### config.mk
export PLATFORM = sky130hd
export DESIGN_NAME = crc_checked_pixel_command_deframer_unit
export DESIGN_NICKNAME = d
export VERILOG_FILES = /design/src/sv/cpcd_pkg.sv /design/src/sv/cpcd_front.sv /design/src/sv/cpcd_fifo.sv /design/src/sv/cpcd_back.sv /design/src/sv/crc_checked_pixel_command_deframer_unit.sv
export SDC_FILE = /design/constraint.sdc
export NUM_CORES = 1
export LEC_CHECK = 0
export BUFFER_PORTS_ARGS = -buffer_cell sky130_fd_sc_hd__clkbuf_2
export CORE_MARGIN = 4
export CORE_UTILIZATION = 40
export DETAILED_ROUTE_END_ITERATION = 6
export PLACE_DENSITY = 0.64
export SLEW_MARGIN = 20
export SYNTH_ARGS = -nofsm -noshare
export SYNTH_HDL_FRONTEND = slang
export SYNTH_HIERARCHICAL = 1
export SYNTH_SLANG_ARGS = --single-unit
### constraint.sdc
create_clock -name clk -period 11.45 [get_ports clk]
set_clock_uncertainty 0.2 [all_clocks]
set_input_delay 1.145 -clock clk [delete_from_list [all_inputs] [get_ports clk]]
set_output_delay 1.145 -clock clk [all_outputs]
set_load 0.01 [all_outputs]
### src/sv/cpcd_pkg.sv
// cpcd_pkg: shared types, codes and the crc16 byte update for the pixel command deframer
// no dependencies; used by every module of the block
`timescale 1ns / 1ps

package cpcd_pkg;

  // frame layout
  localparam int unsigned BODY_LEN = 5;
  localparam int unsigned POS_W    = 3;

  // byte positions within a frame
  localparam logic [POS_W-1:0] POS_HUNT    = 3'd0;
  localparam logic [POS_W-1:0] POS_CMD     = 3'd1;
  localparam logic [POS_W-1:0] POS_IDX     = 3'd2;
  localparam logic [POS_W-1:0] POS_RED     = 3'd3;
  localparam logic [POS_W-1:0] POS_GREEN   = 3'd4;
  localparam logic [POS_W-1:0] POS_BLUE    = 3'd5;
  localparam logic [POS_W-1:0] POS_CRC_LO  = 3'd6;
  localparam logic [POS_W-1:0] POS_CRC_HI  = 3'd7;

  // configuration register indexes
  localparam int unsigned CFG_IDX_W = 3;
  localparam logic [CFG_IDX_W-1:0] REG_MAGIC      = 3'd0;
  localparam logic [CFG_IDX_W-1:0] REG_CRC_SEED   = 3'd1;
  localparam logic [CFG_IDX_W-1:0] REG_CRC_POLY   = 3'd2;
  localparam logic [CFG_IDX_W-1:0] REG_SET_PIXEL  = 3'd3;
  localparam logic [CFG_IDX_W-1:0] REG_FLUSH      = 3'd4;

  // configuration reset values
  localparam logic [7:0]  MAGIC_RST     = 8'hAA;
  localparam logic [15:0] CRC_SEED_RST  = 16'hFFFF;
  localparam logic [15:0] CRC_POLY_RST  = 16'h1021;
  localparam logic [7:0]  SET_PIXEL_RST = 8'h01;
  localparam logic [7:0]  FLUSH_RST     = 8'h02;

  typedef enum logic [1:0] {
    EV_SET_PIXEL = 2'd0,
    EV_FLUSH     = 2'd1,
    EV_BAD_CMD   = 2'd2
  } event_kind_t;

  typedef struct packed {
    logic [7:0]  magic;
    logic [15:0] seed;
    logic [15:0] poly;
    logic [7:0]  set_pixel_code;
    logic [7:0]  flush_code;
  } cfg_t;

  // checked frame handed from front to back
  typedef struct packed {
    logic [7:0] cmd;
    logic [7:0] led_index;
    logic [7:0] red;
    logic [7:0] green;
    logic [7:0] blue;
  } frame_t;

  // crc16 msb-first update over one byte, top bit of the polynomial implicit
  function automatic logic [15:0] crc_byte(input logic [15:0] crc, input logic [7:0] b,
                                           input logic [15:0] poly);
    logic [15:0] c;
    c = crc ^ {b, 8'h00};
    for (int i = 0; i < 8; i++) begin
      if (c[15]) begin
        c = {c[14:0], 1'b0} ^ poly;
      end else begin
        c = {c[14:0], 1'b0};
      end
    end
    return c;
  endfunction

endpackage

### src/sv/cpcd_front.sv
// cpcd_front: magic hunt, frame byte capture and crc check
// depends on cpcd_pkg; hands good frames to the frame queue
`timescale 1ns / 1ps

module cpcd_front (
  input  logic                clk,
  input  logic                rst,
  input  cpcd_pkg::cfg_t      cfg,
  input  logic                byte_beat,
  input  logic [7:0]          rx_byte,
  output logic                frame_push,
  output cpcd_pkg::frame_t    frame
);

  logic [cpcd_pkg::POS_W-1:0] byte_position;
  logic [15:0]                running_crc;
  logic [7:0]                 checksum_low;
  cpcd_pkg::frame_t           body;
  logic [15:0]                crc_in;
  logic [15:0]                crc_upd;

  // crc source: seed on the magic byte, running value otherwise
  assign crc_in  = (byte_position == cpcd_pkg::POS_HUNT) ? cfg.seed : running_crc;
  assign crc_upd = cpcd_pkg::crc_byte(crc_in, rx_byte, cfg.poly);

  // good frame leaves on its last byte when the checksum matches
  assign frame_push = byte_beat && (byte_position == cpcd_pkg::POS_CRC_HI) &&
                      ({rx_byte, checksum_low} == running_crc);
  assign frame = body;

  // position counter and crc
  always_ff @(posedge clk) begin
    if (rst) begin
      byte_position <= cpcd_pkg::POS_HUNT;
      running_crc   <= cpcd_pkg::CRC_SEED_RST;
    end else if (byte_beat) begin
      case (byte_position)
        cpcd_pkg::POS_HUNT: begin
          if (rx_byte == cfg.magic) begin
            byte_position <= cpcd_pkg::POS_CMD;
            running_crc   <= crc_upd;
          end
        end
        cpcd_pkg::POS_CMD, cpcd_pkg::POS_IDX, cpcd_pkg::POS_RED,
        cpcd_pkg::POS_GREEN, cpcd_pkg::POS_BLUE: begin
          byte_position <= byte_position + 3'd1;
          running_crc   <= crc_upd;
        end
        cpcd_pkg::POS_CRC_LO: byte_position <= cpcd_pkg::POS_CRC_HI;
        default:              byte_position <= cpcd_pkg::POS_HUNT;
      endcase
    end
  end

  // frame body and low checksum byte capture
  always_ff @(posedge clk) begin
    if (byte_beat) begin
      case (byte_position)
        cpcd_pkg::POS_CMD:    body.cmd       <= rx_byte;
        cpcd_pkg::POS_IDX:    body.led_index <= rx_byte;
        cpcd_pkg::POS_RED:    body.red       <= rx_byte;
        cpcd_pkg::POS_GREEN:  body.green     <= rx_byte;
        cpcd_pkg::POS_BLUE:   body.blue      <= rx_byte;
        cpcd_pkg::POS_CRC_LO: checksum_low   <= rx_byte;
        default: ;
      endcase
    end
  end

endmodule

### src/sv/cpcd_fifo.sv
// cpcd_fifo: two-entry queue of checked frames between front and back
// depends on cpcd_pkg
`timescale 1ns / 1ps

module cpcd_fifo (
  input  logic              clk,
  input  logic              rst,
  input  logic              push,
  input  cpcd_pkg::frame_t  wr_frame,
  output logic              full,
  input  logic              pop,
  output logic              valid,
  output cpcd_pkg::frame_t  rd_frame
);

  cpcd_pkg::frame_t entries [2];
  logic             wr_ptr;
  logic             rd_ptr;
  logic [1:0]       count;

  assign full     = (count == 2'd2);
  assign valid    = (count != 2'd0);
  assign rd_frame = entries[rd_ptr];

  // pointers and fill count
  always_ff @(posedge clk) begin
    if (rst) begin
      wr_ptr <= 1'b0;
      rd_ptr <= 1'b0;
      count  <= 2'd0;
    end else begin
      if (push) wr_ptr <= ~wr_ptr;
      if (pop)  rd_ptr <= ~rd_ptr;
      case ({push, pop})
        2'b10:   count <= count + 2'd1;
        2'b01:   count <= count - 2'd1;
        default: count <= count;
      endcase
    end
  end

  // storage
  always_ff @(posedge clk) begin
    if (push) entries[wr_ptr] <= wr_frame;
  end

endmodule

### src/sv/cpcd_back.sv
// cpcd_back: command decode and result output register
// depends on cpcd_pkg; takes frames from the frame queue
`timescale 1ns / 1ps

module cpcd_back (
  input  logic              clk,
  input  logic              rst,
  input  cpcd_pkg::cfg_t    cfg,
  input  logic              frame_valid,
  input  cpcd_pkg::frame_t  frame,
  output logic              frame_pop,
  output logic              out_valid,
  input  logic              out_beat,
  output logic [1:0]        event_kind,
  output logic [7:0]        led_index,
  output logic [7:0]        red,
  output logic [7:0]        green,
  output logic [7:0]        blue
);

  logic load;

  // output register takes a frame when empty or being drained
  assign load      = frame_valid && (!out_valid || out_beat);
  assign frame_pop = load;

  always_ff @(posedge clk) begin
    if (rst) begin
      out_valid <= 1'b0;
    end else if (load) begin
      out_valid <= 1'b1;
    end else if (out_beat) begin
      out_valid <= 1'b0;
    end
  end

  // decode: set pixel takes priority over flush
  always_ff @(posedge clk) begin
    if (load) begin
      if (frame.cmd == cfg.set_pixel_code) begin
        event_kind <= cpcd_pkg::EV_SET_PIXEL;
        led_index  <= frame.led_index;
        red        <= frame.red;
        green      <= frame.green;
        blue       <= frame.blue;
      end else begin
        event_kind <= (frame.cmd == cfg.flush_code) ? cpcd_pkg::EV_FLUSH
                                                    : cpcd_pkg::EV_BAD_CMD;
        led_index  <= 8'd0;
        red        <= 8'd0;
        green      <= 8'd0;
        blue       <= 8'd0;
      end
    end
  end

endmodule

### src/sv/crc_checked_pixel_command_deframer_unit.sv
// crc_checked_pixel_command_deframer_unit: top level of the pixel command deframer
// depends on cpcd_pkg, cpcd_front, cpcd_fifo, cpcd_back
`timescale 1ns / 1ps

// Usage
//   Bytes from the serial receiver enter on rx_byte with push; a beat is taken
//   when push is high and full is low. One byte per cycle while full is low.
//   Results leave as a queue: while empty is low the oldest event sits on
//   event_kind/led_index/red/green/blue and is taken when pop is high.
//   A frame is magic, command, four payload bytes and a little-endian crc16;
//   bad-crc frames vanish, good ones give one event.
//   The edge that takes the last frame byte writes the frame queue; the decode
//   register loads it from the queue when it is empty or being drained.
//   The front checks the crc one byte per cycle while full is low; a frame
//   queue of two entries and the output register sit behind it, so full
//   only rises when the receiver holds off popping for more than two frames.
//   Configuration: cfg_valid/cfg_ready with cfg_index and cfg_data; ready is
//   always high, indexes past the register list are ignored. Write only
//   while the block is idle.
//   Reset (rst, synchronous): hunting for magic, queues empty, registers at
//   their defaults (magic 0xAA, seed 0xFFFF, poly 0x1021, codes 1 and 2).

module crc_checked_pixel_command_deframer_unit (
  input  logic                             clk,
  input  logic                             rst,
  input  logic                             push,
  output logic                             full,
  input  logic [7:0]                       rx_byte,
  output logic                             empty,
  input  logic                             pop,
  output logic [1:0]                       event_kind,
  output logic [7:0]                       led_index,
  output logic [7:0]                       red,
  output logic [7:0]                       green,
  output logic [7:0]                       blue,
  input  logic                             cfg_valid,
  output logic                             cfg_ready,
  input  logic [cpcd_pkg::CFG_IDX_W-1:0]   cfg_index,
  input  logic [15:0]                      cfg_data
);

  cpcd_pkg::cfg_t   cfg;
  cpcd_pkg::frame_t push_frame;
  cpcd_pkg::frame_t pop_frame;
  logic             byte_beat;
  logic             frame_push;
  logic             frame_pop;
  logic             frame_valid;
  logic             out_valid;
  logic             q_full;

  assign cfg_ready = 1'b1;
  assign full      = q_full;
  assign byte_beat = push && !q_full;
  assign empty     = !out_valid;

  // configuration registers
  always_ff @(posedge clk) begin
    if (rst) begin
      cfg.magic          <= cpcd_pkg::MAGIC_RST;
      cfg.seed           <= cpcd_pkg::CRC_SEED_RST;
      cfg.poly           <= cpcd_pkg::CRC_POLY_RST;
      cfg.set_pixel_code <= cpcd_pkg::SET_PIXEL_RST;
      cfg.flush_code     <= cpcd_pkg::FLUSH_RST;
    end else if (cfg_valid && cfg_ready) begin
      case (cfg_index)
        cpcd_pkg::REG_MAGIC:     cfg.magic          <= cfg_data[7:0];
        cpcd_pkg::REG_CRC_SEED:  cfg.seed           <= cfg_data;
        cpcd_pkg::REG_CRC_POLY:  cfg.poly           <= cfg_data;
        cpcd_pkg::REG_SET_PIXEL: cfg.set_pixel_code <= cfg_data[7:0];
        cpcd_pkg::REG_FLUSH:     cfg.flush_code     <= cfg_data[7:0];
        default: ;
      endcase
    end
  end

  // byte framing and crc check
  cpcd_front u_front (
    .clk        (clk),
    .rst        (rst),
    .cfg        (cfg),
    .byte_beat  (byte_beat),
    .rx_byte    (rx_byte),
    .frame_push (frame_push),
    .frame      (push_frame)
  );

  // checked frame queue
  cpcd_fifo u_fifo (
    .clk      (clk),
    .rst      (rst),
    .push     (frame_push),
    .wr_frame (push_frame),
    .full     (q_full),
    .pop      (frame_pop),
    .valid    (frame_valid),
    .rd_frame (pop_frame)
  );

  // command decode and result register
  cpcd_back u_back (
    .clk         (clk),
    .rst         (rst),
    .cfg         (cfg),
    .frame_valid (frame_valid),
    .frame       (pop_frame),
    .frame_pop   (frame_pop),
    .out_valid   (out_valid),
    .out_beat    (pop && out_valid),
    .event_kind  (event_kind),
    .led_index   (led_index),
    .red         (red),
    .green       (green),
    .blue        (blue)
  );

endmodule
# Word-level counts from Yosys, hierarchy flattened
# Memories as Yosys holds them, arrays and structs flattened. A register that Yosys moved wholly into a read port is not among the register bits.
# Index checks and enable logic that the tools add are counted.
# W data, S select, Z words.
[classes] addsub=3 eq_ne=19 n_lt_le_gt_ge=0 muxes=21 n_bitwise=11 div=0 mul=0 n_shift=0 reduce_logical=28
[op_table] cell="$mux W16" n=10
[op_table] cell="$xor A16 B16 Y16" n=9
[op_table] cell="$pmux W16 S2" n=1
[op_table] cell="$eq A8 B8 Y1" n=3
[op_table] cell="$reduce_and A2 Y1" n=12
[op_table] cell="$eq A16 B16 Y1" n=1
[op_table] cell="$eq A3 B3 Y1 const B" n=5
[op_table] cell="$eq A3 B2 Y1 const B" n=4
[op_table] cell="$pmux W3 S3" n=1
[op_table] cell="$reduce_bool A2 Y1" n=4
[op_table] cell="$eq A3 B1 Y1 const B" n=2
[op_table] cell="$logic_not A3 Y1" n=2
[op_table] cell="$mux W1" n=6
[op_table] cell="$logic_and A1 B1 Y1" n=5
[op_table] cell="$reduce_or A5 Y1" n=1
[op_table] cell="$eq A2 B2 Y1 const B" n=2
[op_table] cell="$pmux W2 S2" n=1
[op_table] cell="$add A3 B1 Y3 const B" n=1
[op_table] cell="$mux W3" n=1
[op_table] cell="$reduce_and A3 Y1" n=1
[op_table] cell="$add A2 B1 Y2 const B" n=1
[op_table] cell="$eq A2 B1 Y1 const B" n=1
[op_table] cell="$logic_not A1 Y1" n=2
[op_table] cell="$mux W2" n=1
[op_table] cell="other kinds (4)" n=5
[word_totals] word_cells=105 output_inout_bits=37 latch_bits=0 ram_bits=80 romBits=0 register_bits=162 inputBits=32 memories=1
[mem_list] name="u_fifo.entries" words=2 word_bits=40 rd=1 rd_clocked_by_memory_dff=1 wr=1 line="cpcd_fifo.sv:16" rtl="cpcd_pkg::frame_t entries [2];"

# Depth between registers and ports, before layout
# Gate-level depths: netlist of the first run.
[depth] depth_word=21 ltp_mapped=20 ltp_nobuf=15

# Hierarchy
# The synthesis of the first run kept the hierarchy.
[by_module_without_submodules] mod="cpcd_front" cells_per_inst=564 n_inst=1 area_each_um2=5371.4
[by_module_without_submodules] mod="cpcd_fifo" cells_per_inst=146 n_inst=1 area_each_um2=3080.5
[by_module_without_submodules] mod="crc_checked_pixel_command_deframer_unit" cells_per_inst=225 n_inst=1 area_each_um2=2290.9
[by_module_without_submodules] mod="cpcd_back" cells_per_inst=98 n_inst=1 area_each_um2=1483.9

# Worst setup path after synthesis of the first run
# No wires, ideal clock.
[synth_path] path_kind="input-to-reg" startpoint="in pop" endpoint="reg u_fifo.count[1]" setup_slack_ns=6.116 required_time_ns=11.180 arrival_time_ns=5.065 setup_ns=0.070 n_path_buf=0 path_stages=6 cell_sequence="and2_1 > inv_1 > a21boi_0 > ha_1 > or3_1 > a21oi_1"
[synth_between] elab_chain_len=5 word_cells_on_any_way=7 classes_between="2 x eq/ne; 1 x mux; 4 x reduce/logical"
[synth_lines] item="start: declaration" line="crc_checked_pixel_command_deframer_unit.sv:30" rtl="input logic pop,"
[synth_lines] item="$logic_and A1 B1 Y1 *" line="crc_checked_pixel_command_deframer_unit.sv:109" rtl=".out_beat (pop && out_valid),"
[synth_lines] item="$logic_or A1 B1 Y1 *" line="cpcd_back.sv:24" rtl="assign load = frame_valid && (!out_valid || out_beat);"
[synth_lines] item="$logic_and A1 B1 Y1 *" line="cpcd_back.sv:24"
[synth_lines] item="named net frame_pop" line="crc_checked_pixel_command_deframer_unit.sv:47" rtl="logic frame_pop;"
[synth_lines] item="$eq A2 B1 Y1 / $eq A2 B2 Y1 (equally long branches)" line="cpcd_fifo.sv:34" rtl="case ({push, pop})"
[synth_lines] item="$pmux W2 S2 / $reduce_bool A2 Y1 (equally long branches)"
[synth_lines] item="end signal: assignment" line="cpcd_fifo.sv:35" rtl="2'b10: count <= count + 2'd1;"
[synth_lines] item="end signal: assignment" line="cpcd_fifo.sv:36" rtl="2'b01: count <= count - 2'd1;"
[synth_lines] item="end signal: assignment" line="cpcd_fifo.sv:37" rtl="default: count <= count;"
[synth_lines] item="end: declaration" line="cpcd_fifo.sv:19" rtl="logic [1:0] count;"
# The timed path passes the listed nets; every way through them passes the cells marked *.
# A chain may end at the register's enable or synchronous reset.

# Worst setup path after layout of the first run
[layout_path] startpoint="reg u_front/byte_position[0] (netlist bit)" endpoint="reg u_front.running_crc[15]"
[layout_between] elab_chain_len=21 word_cells_on_any_way=30 classes_between="6 x eq/ne; 11 x mux; 9 x bitwise; 4 x reduce/logical"
[layout_lines] item="start: declaration" line="cpcd_front.sv:15" rtl="logic [cpcd_pkg::POS_W-1:0] byte_position;"
[layout_lines] item="start signal: assignment" line="cpcd_front.sv:34" rtl="byte_position <= cpcd_pkg::POS_HUNT;"
[layout_lines] item="start signal: assignment" line="cpcd_front.sv:40" rtl="byte_position <= cpcd_pkg::POS_CMD;"
[layout_lines] item="start signal: assignment" line="cpcd_front.sv:46" rtl="byte_position <= byte_position + 3'd1;"
[layout_lines] item="$logic_not A3 Y1" line="cpcd_front.sv:23, cpcd_front.sv:37"
[layout_lines] item="$mux W16" line="cpcd_front.sv:23" rtl="assign crc_in = (byte_position == cpcd_pkg::POS_HUNT) ? cfg.seed : running_crc;"
[layout_lines] item="$xor A16 B16 Y16" line="cpcd_pkg.sv:63" rtl="c = crc ^ {b, 8'h00};"
[layout_lines] item="$xor A16 B16 Y16" line="cpcd_pkg.sv:66" rtl="c = {c[14:0], 1'b0} ^ poly;"
[layout_lines] item="$mux W16" line="cpcd_pkg.sv:65" rtl="if (c[15]) begin"
[layout_lines] item="$xor A16 B16 Y16" line="cpcd_pkg.sv:66"
[layout_lines] item="$mux W16" line="cpcd_pkg.sv:65"
[layout_lines] item="$xor A16 B16 Y16" line="cpcd_pkg.sv:66"
[layout_lines] item="[... 5 more ...]"
[layout_lines] item="$xor A16 B16 Y16" line="cpcd_pkg.sv:66"
[layout_lines] item="$mux W16" line="cpcd_pkg.sv:65"
[layout_lines] item="$xor A16 B16 Y16" line="cpcd_pkg.sv:66"
[layout_lines] item="$mux W16" line="cpcd_pkg.sv:65"
[layout_lines] item="$xor A16 B16 Y16" line="cpcd_pkg.sv:66"
[layout_lines] item="$mux W16" line="cpcd_pkg.sv:65"
[layout_lines] item="$mux W16" line="cpcd_front.sv:39" rtl="if (rx_byte == cfg.magic) begin"
[layout_lines] item="$pmux W16 S2" line="cpcd_front.sv:37" rtl="case (byte_position)"
[layout_lines] item="end signal: assignment" line="cpcd_front.sv:35" rtl="running_crc <= cpcd_pkg::CRC_SEED_RST;"
[layout_lines] item="end signal: assignment" line="cpcd_front.sv:41" rtl="running_crc <= crc_upd;"
[layout_lines] item="end signal: assignment" line="cpcd_front.sv:47" rtl="running_crc <= crc_upd;"
[layout_lines] item="end: declaration" line="cpcd_front.sv:16" rtl="logic [15:0] running_crc;"
# Several ways; a longest one is shown, not always the timed one. The select of a mux whose other input is x is not followed.

==> key figures, run 1 <==
Status
  – Status: finished, final reports clean

Setup path
  – Crit path max fanout: 31
  – CP Data Arrival Time: 6.03 ns
  – Crit Path Category: flip-flop to flip-flop
  – Data required, critical path: 11.67 ns
  – Worst Setup End Kind: flip-flop
  – CP startpoint kind: flip-flop

Drt
  – Residual antenna-violating net count after detailed routing: 0
  – Total routed wirelength: ~28 mm
  – WL/cell: around 19 um
  – DRT iter0 DRCs: about 600
  – Via count: ~8000
  – Vias/cell: approximately 5.5
  – DR pass1 iterations: 6
  – Number of remaining DRC errors: 0

Logic synthesis
  – Synthesized cell area: roughly 12000 um2
  – Post-synth top area share: 0.398
  – Yosys cell types: 74
  – Gate Count Post-Synth: between 1000 and 1500
  – Most common cell in the netlist: edfxtp_1
  – FF+latch count, synth: approximately 240
  – Top post-synthesis cells by count: 162 x edfxtp_1, 81 x dfxtp_1, 77 x xnor2_1, 71 x mux2i_1, 64 x nor2_1
  – Post-synth EDFFs: approximately 160
  – Predominant post-synthesis flop cell: edfxtp_1
  – Syn Area/Cell: 11.8 um2
  – Syn_nets: about 1100
  – Post-synth ARST share: 0
  – Post-synth top area cell: edfxtp_1
  – Most area-consuming cells after synthesis: edfxtp_1 40%, dfxtp_1 13%, mux2i_1 5.8%
  – Syn. warnings: 6
  – Post-synthesis sequential area ratio: 0.530

Placement
  – Detailed Place HPWL: between 15 and 20 mm
  – Dpl cell area: between 10000 and 15000 um2
  – Port buffer count: 67
  – Placer Congestion: between 0.8 and 0.9
  – # placed instances: between 1000 and 1500

Global route
  – Antenna violations before repair: 0
  – Gr usage total: 0.162
  – Vias in the first global route: roughly 7800
  – Grt ovf: 0
  – First-pass GRT wire length: 43.9 mm
  – Largest net degree at the start of global routing: 90

Clock network
  – H-tree depth: 1
  – CTS clk-pin slew, worst paths: approximately 0.060 ns
  – Cts repair resizes: 0
  – CTS buffer count: 26
  – Clock Sinks: between 200 and 250
  – Root Buffer: clkbuf_16
  – CTS Buffer Depth: 3
  – Postcts setup bufs: 0
  – Clock Latency Late Sink: about 0.53 ns
  – CTS tree: yes
  – Hold Buf Count CTS: 0

Floorplanning
  – Die area: 33400 um2
  – Initial core utilization: 0.409
  – Die height: between 150 and 200 um
  – CORE AREA: 29900 um2
  – Row Count: 63
  – Top Ports: between 60 and 70
  – Die Wd: approximately 180 um

Finish
  – Fillers: about 2700
  – Ant diodes: 0
  – Final Non-Filler Cells: roughly 1500
  – Post-layout util: 0.459
  – Post-Layout Inst Area: 13700 um2
  – Nets: roughly 1100
  – Proportion of layout cells with a drive suffix above 1: 0.172
  – Synth-to-Final Area Change: 12.0%

STA
  – Max Freq: about 170 MHz
  – Min cycle time layout: between 5 and 6 ns
  – Final setup fails: 0
  – Total Neg Setup Slack: 0 ns
  – Final Hold Viols: 0
  – Fin crit share: 0.507
  – Worst Tran Pin Value: between 0.8 and 0.9 ns
  – Max-slew headroom: 0.408
  – Max Slew Vio Count: 0
  – Hold slack: about 0.24 ns
  – RSZ-0062 raised after global routing: false

Run
  – Max-Cap Viols: 0

Power and ir drop
  – Peak supply drop: between 0.0001 and 0.00015 V
  – Switching Share: 0.235
  – Comb power frac: 0.085
  – P_int: approximately 0.0015 W
  – Sequential group share of total power: 0.479
  – Lkg Pwr: 4.78 nW
  – Clock power frac: 0.435
  – Sw Pwr: around 0.00046 W
  – Pwr Density: around 140 nW/um2

Worst hold path
  – HP Class: flip-flop to flip-flop
## path summary, 6_finish.rpt
kind | to | startpoint | depth (start not counted) | slack [ns]
worst min register to register | u_fifo/entries[1][3] | u_front/frame[3] | 0 | 0.24
worst min-delay path | u_fifo/entries[1][3] | u_front/frame[3] | 0 | 0.24
worst max register to register | u_front/running_crc[15] | u_front/byte_position[0] | 17 | 5.65
worst max-delay path | u_front/running_crc[15] | u_front/byte_position[0] | 17 | 5.65
## placed cells by master (no fill, tap or decap), types with 15 or more instances in the layout
cell | netlist | routed
nand2b_1 | 56 | 56
and4_1 | 24 | 24
clkbuf_2 | 0 | 66
mux2_2 | 41 | 41
clkbuf_16 | 0 | 26
xnor2_1 | 77 | 77
xor2_1 | 23 | 23
o21ai_0 | 18 | 18
and2_1 | 37 | 36
nor2_1 | 64 | 63
a21oi_1 | 15 | 15
o2111ai_1 | 15 | 15
or3_1 | 16 | 16
nand3_1 | 24 | 24
edfxtp_1 | 162 | 162
mux2i_1 | 71 | 71
nand2_1 | 38 | 38
dfxtp_1 | 81 | 80
## cell type report
| cell class | instances | area [um2] | area share |
|---|---|---|---|
| tap | 390 | 488 | 0.0356 |
| inverter | 11 | 41.3 | 0.00301 |
| timing repair buffer | 81 | 440 | 0.0321 |
| multi-input combinational | 707 | 5370 | 0.392 |
| clock inverter | 21 | 219 | 0.0160 |
| clock buffer | 27 | 654 | 0.0478 |
| sequential | 243 | 6490 | 0.474 |
## routing by layer
| layer | part of all wire | vias to the layer above | wire [um] | GRT usage |
|---|---|---|---|---|
| li1 | - | 3919 | - | - |
| met1 | 0.46 | 3958 | 12800 | 0.228 |
| met2 | 0.47 | 185 | 13000 | 0.270 |
| met3 | 0.045 | 32 | 1240 | 0.0226 |
| met4 | 0.019 | 0 | 523 | 0.0346 |
| met5 | 0 | - | 0 | 0 |
## flip-flops by register name (all words and copies together), names as in the netlist, 2 cells and up, named ones only
name	flops
u_front/frame	40
u_fifo/entries	80
u_back/red	8
u_front/byte_position	3
u_fifo/count	2
u_back/event_kind	2
u_front/checksum_low	8
u_back/blue	8
u_back/green	8
u_front/running_crc	16
cfg	56
u_back/led_index	8
## power groups by stage
stage	logic [W]	registers (W)	clock network (W)
floorplan	0.000128	0.000953	0
global placement	0.000161	0.000958	0
detailed placement	0.000163	0.000958	0
CTS	0.000165	0.000939	0.000873
global route	0.000182	0.000940	0.000911
finish	0.000167	0.000939	0.000853
## metrics by stage
stage / setup slack [ns] / total power [W]
after detailed placement: 5.25 / 0.00112
after global placement: 5.42 / 0.00112
final: 5.65 / 0.00196
after floorplan: 6.12 / 0.00108
after CTS: 5.67 / 0.00198
after global routing: 5.28 / 0.00203
## critical path, cell delays in order, from the launching register on
cell	delay, ns
dfxtp_1	0.34
inv_1	0.11
ha_1	0.22
nor2b_2	0.16
buf_4	0.32
a21oi_2	0.11
or2_1	0.50
a31o_1	0.34
or4_1	0.66
a21oi_1	0.73
o221ai_1	0.27
a22o_1	0.29
a21o_1	0.18
mux2i_1	0.15
xnor3_1	0.23
buf_4	0.27
a2111oi_0	0.40
and3b_1	0.22
## kinds of logic after synthesis
group,Yosys count,share of synthesized area
multiplexers,112,0.0959
flip-flops,243,0.530
other,1,0.000307
adder cells (fa/ha/maj),7,0.00716
AO/OA/AOI/OAI,156,0.101
XOR/XNOR,104,0.0785
AND/OR/NAND/NOR,327,0.155
buffers and inverters,83,0.0323
Power figures use the tool's default switching activity.
==> inputs of run 2 (changes only) <==
Settings changed: ABC_AREA from default to 1, PLACE_DENSITY 0.64 to 0.66.
Clock period 11.45 ns to 4.7 ns, I/O delays scaled along.
==> key figures, run 2 <==
Status
  – Status: finished, final reports clean

Setup path
  – CP max-delay cell: dfxtp_1
  – Crit-path max cell delay: 0.35 ns (-0.38 ns)
  – Worst reg-to-reg setup slack: 0.55 ns (-5.09 ns)
  – Data required, critical path: 4.92 ns (-6.75 ns)
  – CP Data Arrival Time: 4.37 ns (-1.66 ns)
  – WP buf/inv: 1 (-2)
  – Worst R2R End: u_front/running_crc[2]
  – Setup crit end: u_front/running_crc[2]
  – Critical path's top delay family: simple AND/OR/NAND/NOR gates
  – Crit path max fanout: 31 (unchanged)
  – CP most frequent cell: nand2_1
  – Launching point of the worst reg2reg path: u_front/byte_position[0]
  – Crit. path cell count: 30 (+13)
  – Crit Path Category: flip-flop to flip-flop
  – Worst Setup End Kind: flip-flop
  – Worst R2R Path Depth: 30 (+13)
  – Beginning of the critical path: u_front/byte_position[0]
  – CP startpoint kind: flip-flop

Clock network
  – H-tree depth: 1 (unchanged)
  – CTS clk-pin slew, worst paths: 0.06 ns (about the same)
  – CTS tree: yes
  – CTS Buffer Depth: 3 (unchanged)
  – Postcts setup bufs: 0 (unchanged)
  – Clock Sinks: 243 (unchanged)
  – Root Buffer: clkbuf_16
  – Clock Latency Late Sink: 0.54 ns (about the same)
  – CTS buffer count: 26 (unchanged)

Global route
  – Met1 usage: 0.232 (+0.00416)
  – Most Crowded Layer GR: met2
  – Grt ovf: 0 (unchanged)
  – Antenna violations before repair: 1 (+1)
  – Met3 GRT Util: 0.0245 (+0.00189)
  – Largest net degree at the start of global routing: 57 (-37%)
  – Met2 Use GR: 0.280 (+0.0106)
  – First-pass GRT wire length: 48.9 mm (+11%)
  – Gr usage total: 0.169 (+0.00680)
  – Vias in the first global route: 9173 (+17%)

Logic synthesis
  – Predominant post-synthesis flop cell: edfxtp_1
  – Synthesized cell area: 12800 um2 (+4.5%)
  – Most common cell in the netlist: nand2_1
  – Post-synth ARST share: 0 (unchanged)
  – Post-synth top area share: 0.381 (-0.0170)
  – Top post-synthesis cells by count: 414 x nand2_1, 193 x nand3_1, 189 x inv_1, 162 x edfxtp_1, 130 x nor2_1
  – Syn_nets: 1539 (+44%)
  – Post-synthesis sequential area ratio: 0.508 (-0.0226)
  – Post-synth EDFFs: 162 (unchanged)
  – Syn Area/Cell: 8.51 um2 (-28%)
  – Yosys cell types: 39 (-47%)
  – Most area-consuming cells after synthesis: edfxtp_1 38%, dfxtp_1 13%, nand2_1 12%
  – FF+latch count, synth: 243 (unchanged)
  – Syn. warnings: 6 (unchanged)
  – Gate Count Post-Synth: 1500 (+45%)
  – Post-synth top area cell: edfxtp_1

Drt
  – Vias/cell: 4.91 (-10%)
  – Total routed wirelength: 30.0 mm (+8.7%)
  – DR pass1 iterations: 5 (-1)
  – Number of remaining DRC errors: 0 (unchanged)
  – Via count: 9707 (+20%)
  – Residual antenna-violating net count after detailed routing: 0 (unchanged)
  – DRT iter0 DRCs: 666 (+10%)
  – WL/cell: 15.1 um (-19%)

Finish
  – Flip-flop and latch area: 6490 um2 (about the same)
  – Biggest register: u_fifo/entries
  – Most common cell after layout, fill and taps aside: nand2_1
  – Post-layout util: 0.452 (-0.00626)
  – Synth-to-Final Area Change: 11.8%
  – Multi-input logic area: 5110 um2 (-4.8%)
  – Fillers: 3078 (+12%)
  – Max reg flops: 80 (unchanged)
  – Nets: 1595 (+44%)
  – Post-Layout Inst Area: 14300 um2 (+4.2%)
  – Most frequent cells in the layout: 414 x nand2_1, 193 x nand3_1, 189 x inv_1
  – Proportion of layout cells with a drive suffix above 1: 0.166 (-0.00623)

Power and ir drop
  – Pwr Density: 422 nW/um2 (+200%)
  – Power Total: 0.00603 W (+210%)
  – Peak supply drop: 0.000226 V (+95%)
  – Lkg Pwr: 6.21 nW (+30%)

STA
  – Final setup fails: 0 (unchanged)
  – Max Freq: 241 MHz (+40%)
  – Fin crit share: 0.882 (+0.375)
  – RSZ-0062 raised after global routing: false
  – Fin worst setup slack: 0.554 ns (-5.09 ns)
  – Max Slew Vio Count: 0 (unchanged)
  – Total Neg Setup Slack: 0 ns (unchanged)
  – Final Hold Viols: 0 (unchanged)
  – Min cycle time layout: 4.15 ns (-1.66 ns)
  – Max-slew headroom: 0.343 (-0.0648)
  – Worst Tran Pin Value: 0.983 ns (+0.0949 ns)

Placement
  – Pre-CTS WS: 0.481 ns (-4.77 ns)
  – Dpl cell area: 13300 um2 (+3.9%)
  – Placer Congestion: 0.910 (+9.0%)
  – Port buffer count: 67 (unchanged)
  – Detailed Place HPWL: 21.1 mm (+18%)

Worst hold path
  – Hold_sp: cfg_data[3]
  – WHS Path Cells: 3 (+3)
  – HP Class: primary input to flip-flop

Floorplanning
  – Row Count: 65 (+3.2%)
  – Initial core utilization: 0.405 (-0.00455)
  – Top Ports: 69 (unchanged)
  – Die Wd: 187 um (+2.1%)
  – CORE AREA: 31600 um2 (+5.6%)
  – Die height: 187 um (+2.1%)
  – Die area: 34800 um2 (+4.3%)

Run
  – Max-Cap Viols: 0 (unchanged)
-- run 2: cell types whose count changed in the layout (fill, tap and decap cells not counted), moves of 14 or more --
cell	previous run	this run
a31oi_1	14	0
and2_1	36	0
and4_1	24	0
inv_1	10	189
mux2i_1	71	0
nand2_1	38	414
nand2b_1	56	0
nand3_1	24	193
nor2_1	63	129
nor2_2	0	38
o2111ai_1	15	1
or3_1	16	0
xnor2_1	77	29
-- run 2: layer usage --
layer / vias up / part of all wire
met2: 230 / 0.46
met5: - / 0
met1: 4501 / 0.47
met3: 59 / 0.044
met4: 0 / 0.029
li1: 4917 / -
-- run 2: how the worst min path moves through the flow --
stage          slack, ns                     to
6_report            0.02                cfg[51]
3_5_place_dp        0.23  u_fifo/entries[0][12]
4_1_cts            0.007                cfg[40]
5_1_grt             0.02                cfg[40]
2_1_floorplan       0.22   u_fifo/entries[0][0]
3_3_place_gp        0.22  u_fifo/entries[0][27]
-- run 2: what timing repair did --
action                                  4_1_cts  5_1_grt
hold buffers                                  4        0
gates resized for setup                       0        4
endpoints found under the setup margin        0       14
hold endpoints to repair                      5        0
-- run 2: cells by family (layout without fill, tap and decap cells) --
kind of cell	count (synthesis)	count (layout)	share of synthesized area
AOI/OAI and AO/OA	58	58	0.0256
DFF	243	243	0.508
adders and majority gates	7	7	0.00686
muxes	40	40	0.0353
buffers and inverters	264	340	0.0951
xor gates and xnor gates	60	60	0.0411
and+or+nand+nor	827	827	0.288
other	1	2	0.000294
-- run 2: worst min-delay path: cells and delay by family --
kind	cells	cell delay, ns
buffers and inverters	1	0.12
and+or+nand+nor	2	0.13
-- run 2: cell type report --
cell class / instances / area share
Clock buffer: 26 / 0.0456
Tap cell: 402 / 0.0352
Antenna cell: 1 / 0.000175
Sequential cell: 243 / 0.454
Multi-Input combinational cell: 993 / 0.358
Clock inverter: 22 / 0.0163
Timing Repair Buffer: 91 / 0.0368
Inverter: 201 / 0.0532
-- run 2: per-stage QoR --
| step | std cells | hold WS (ns) |
|---|---|---|
| after detailed placement | 1926 | 0.231 |
| after global routing | 1978 | 0.0225 |
| final | 1979 | 0.0152 |
| after CTS | 1978 | 0.00685 |
| after global placement | 1926 | 0.222 |
| after floorplan | 1500 | 0.221 |
-- run 2: report_power, final --
part | switching, W | internal, W
Combinational | 0.000963 | 0.000507
Clock | 0.000858 | 0.00124
Sequential | 0.0000819 | 0.00238
Total | 0.00190 | 0.00413
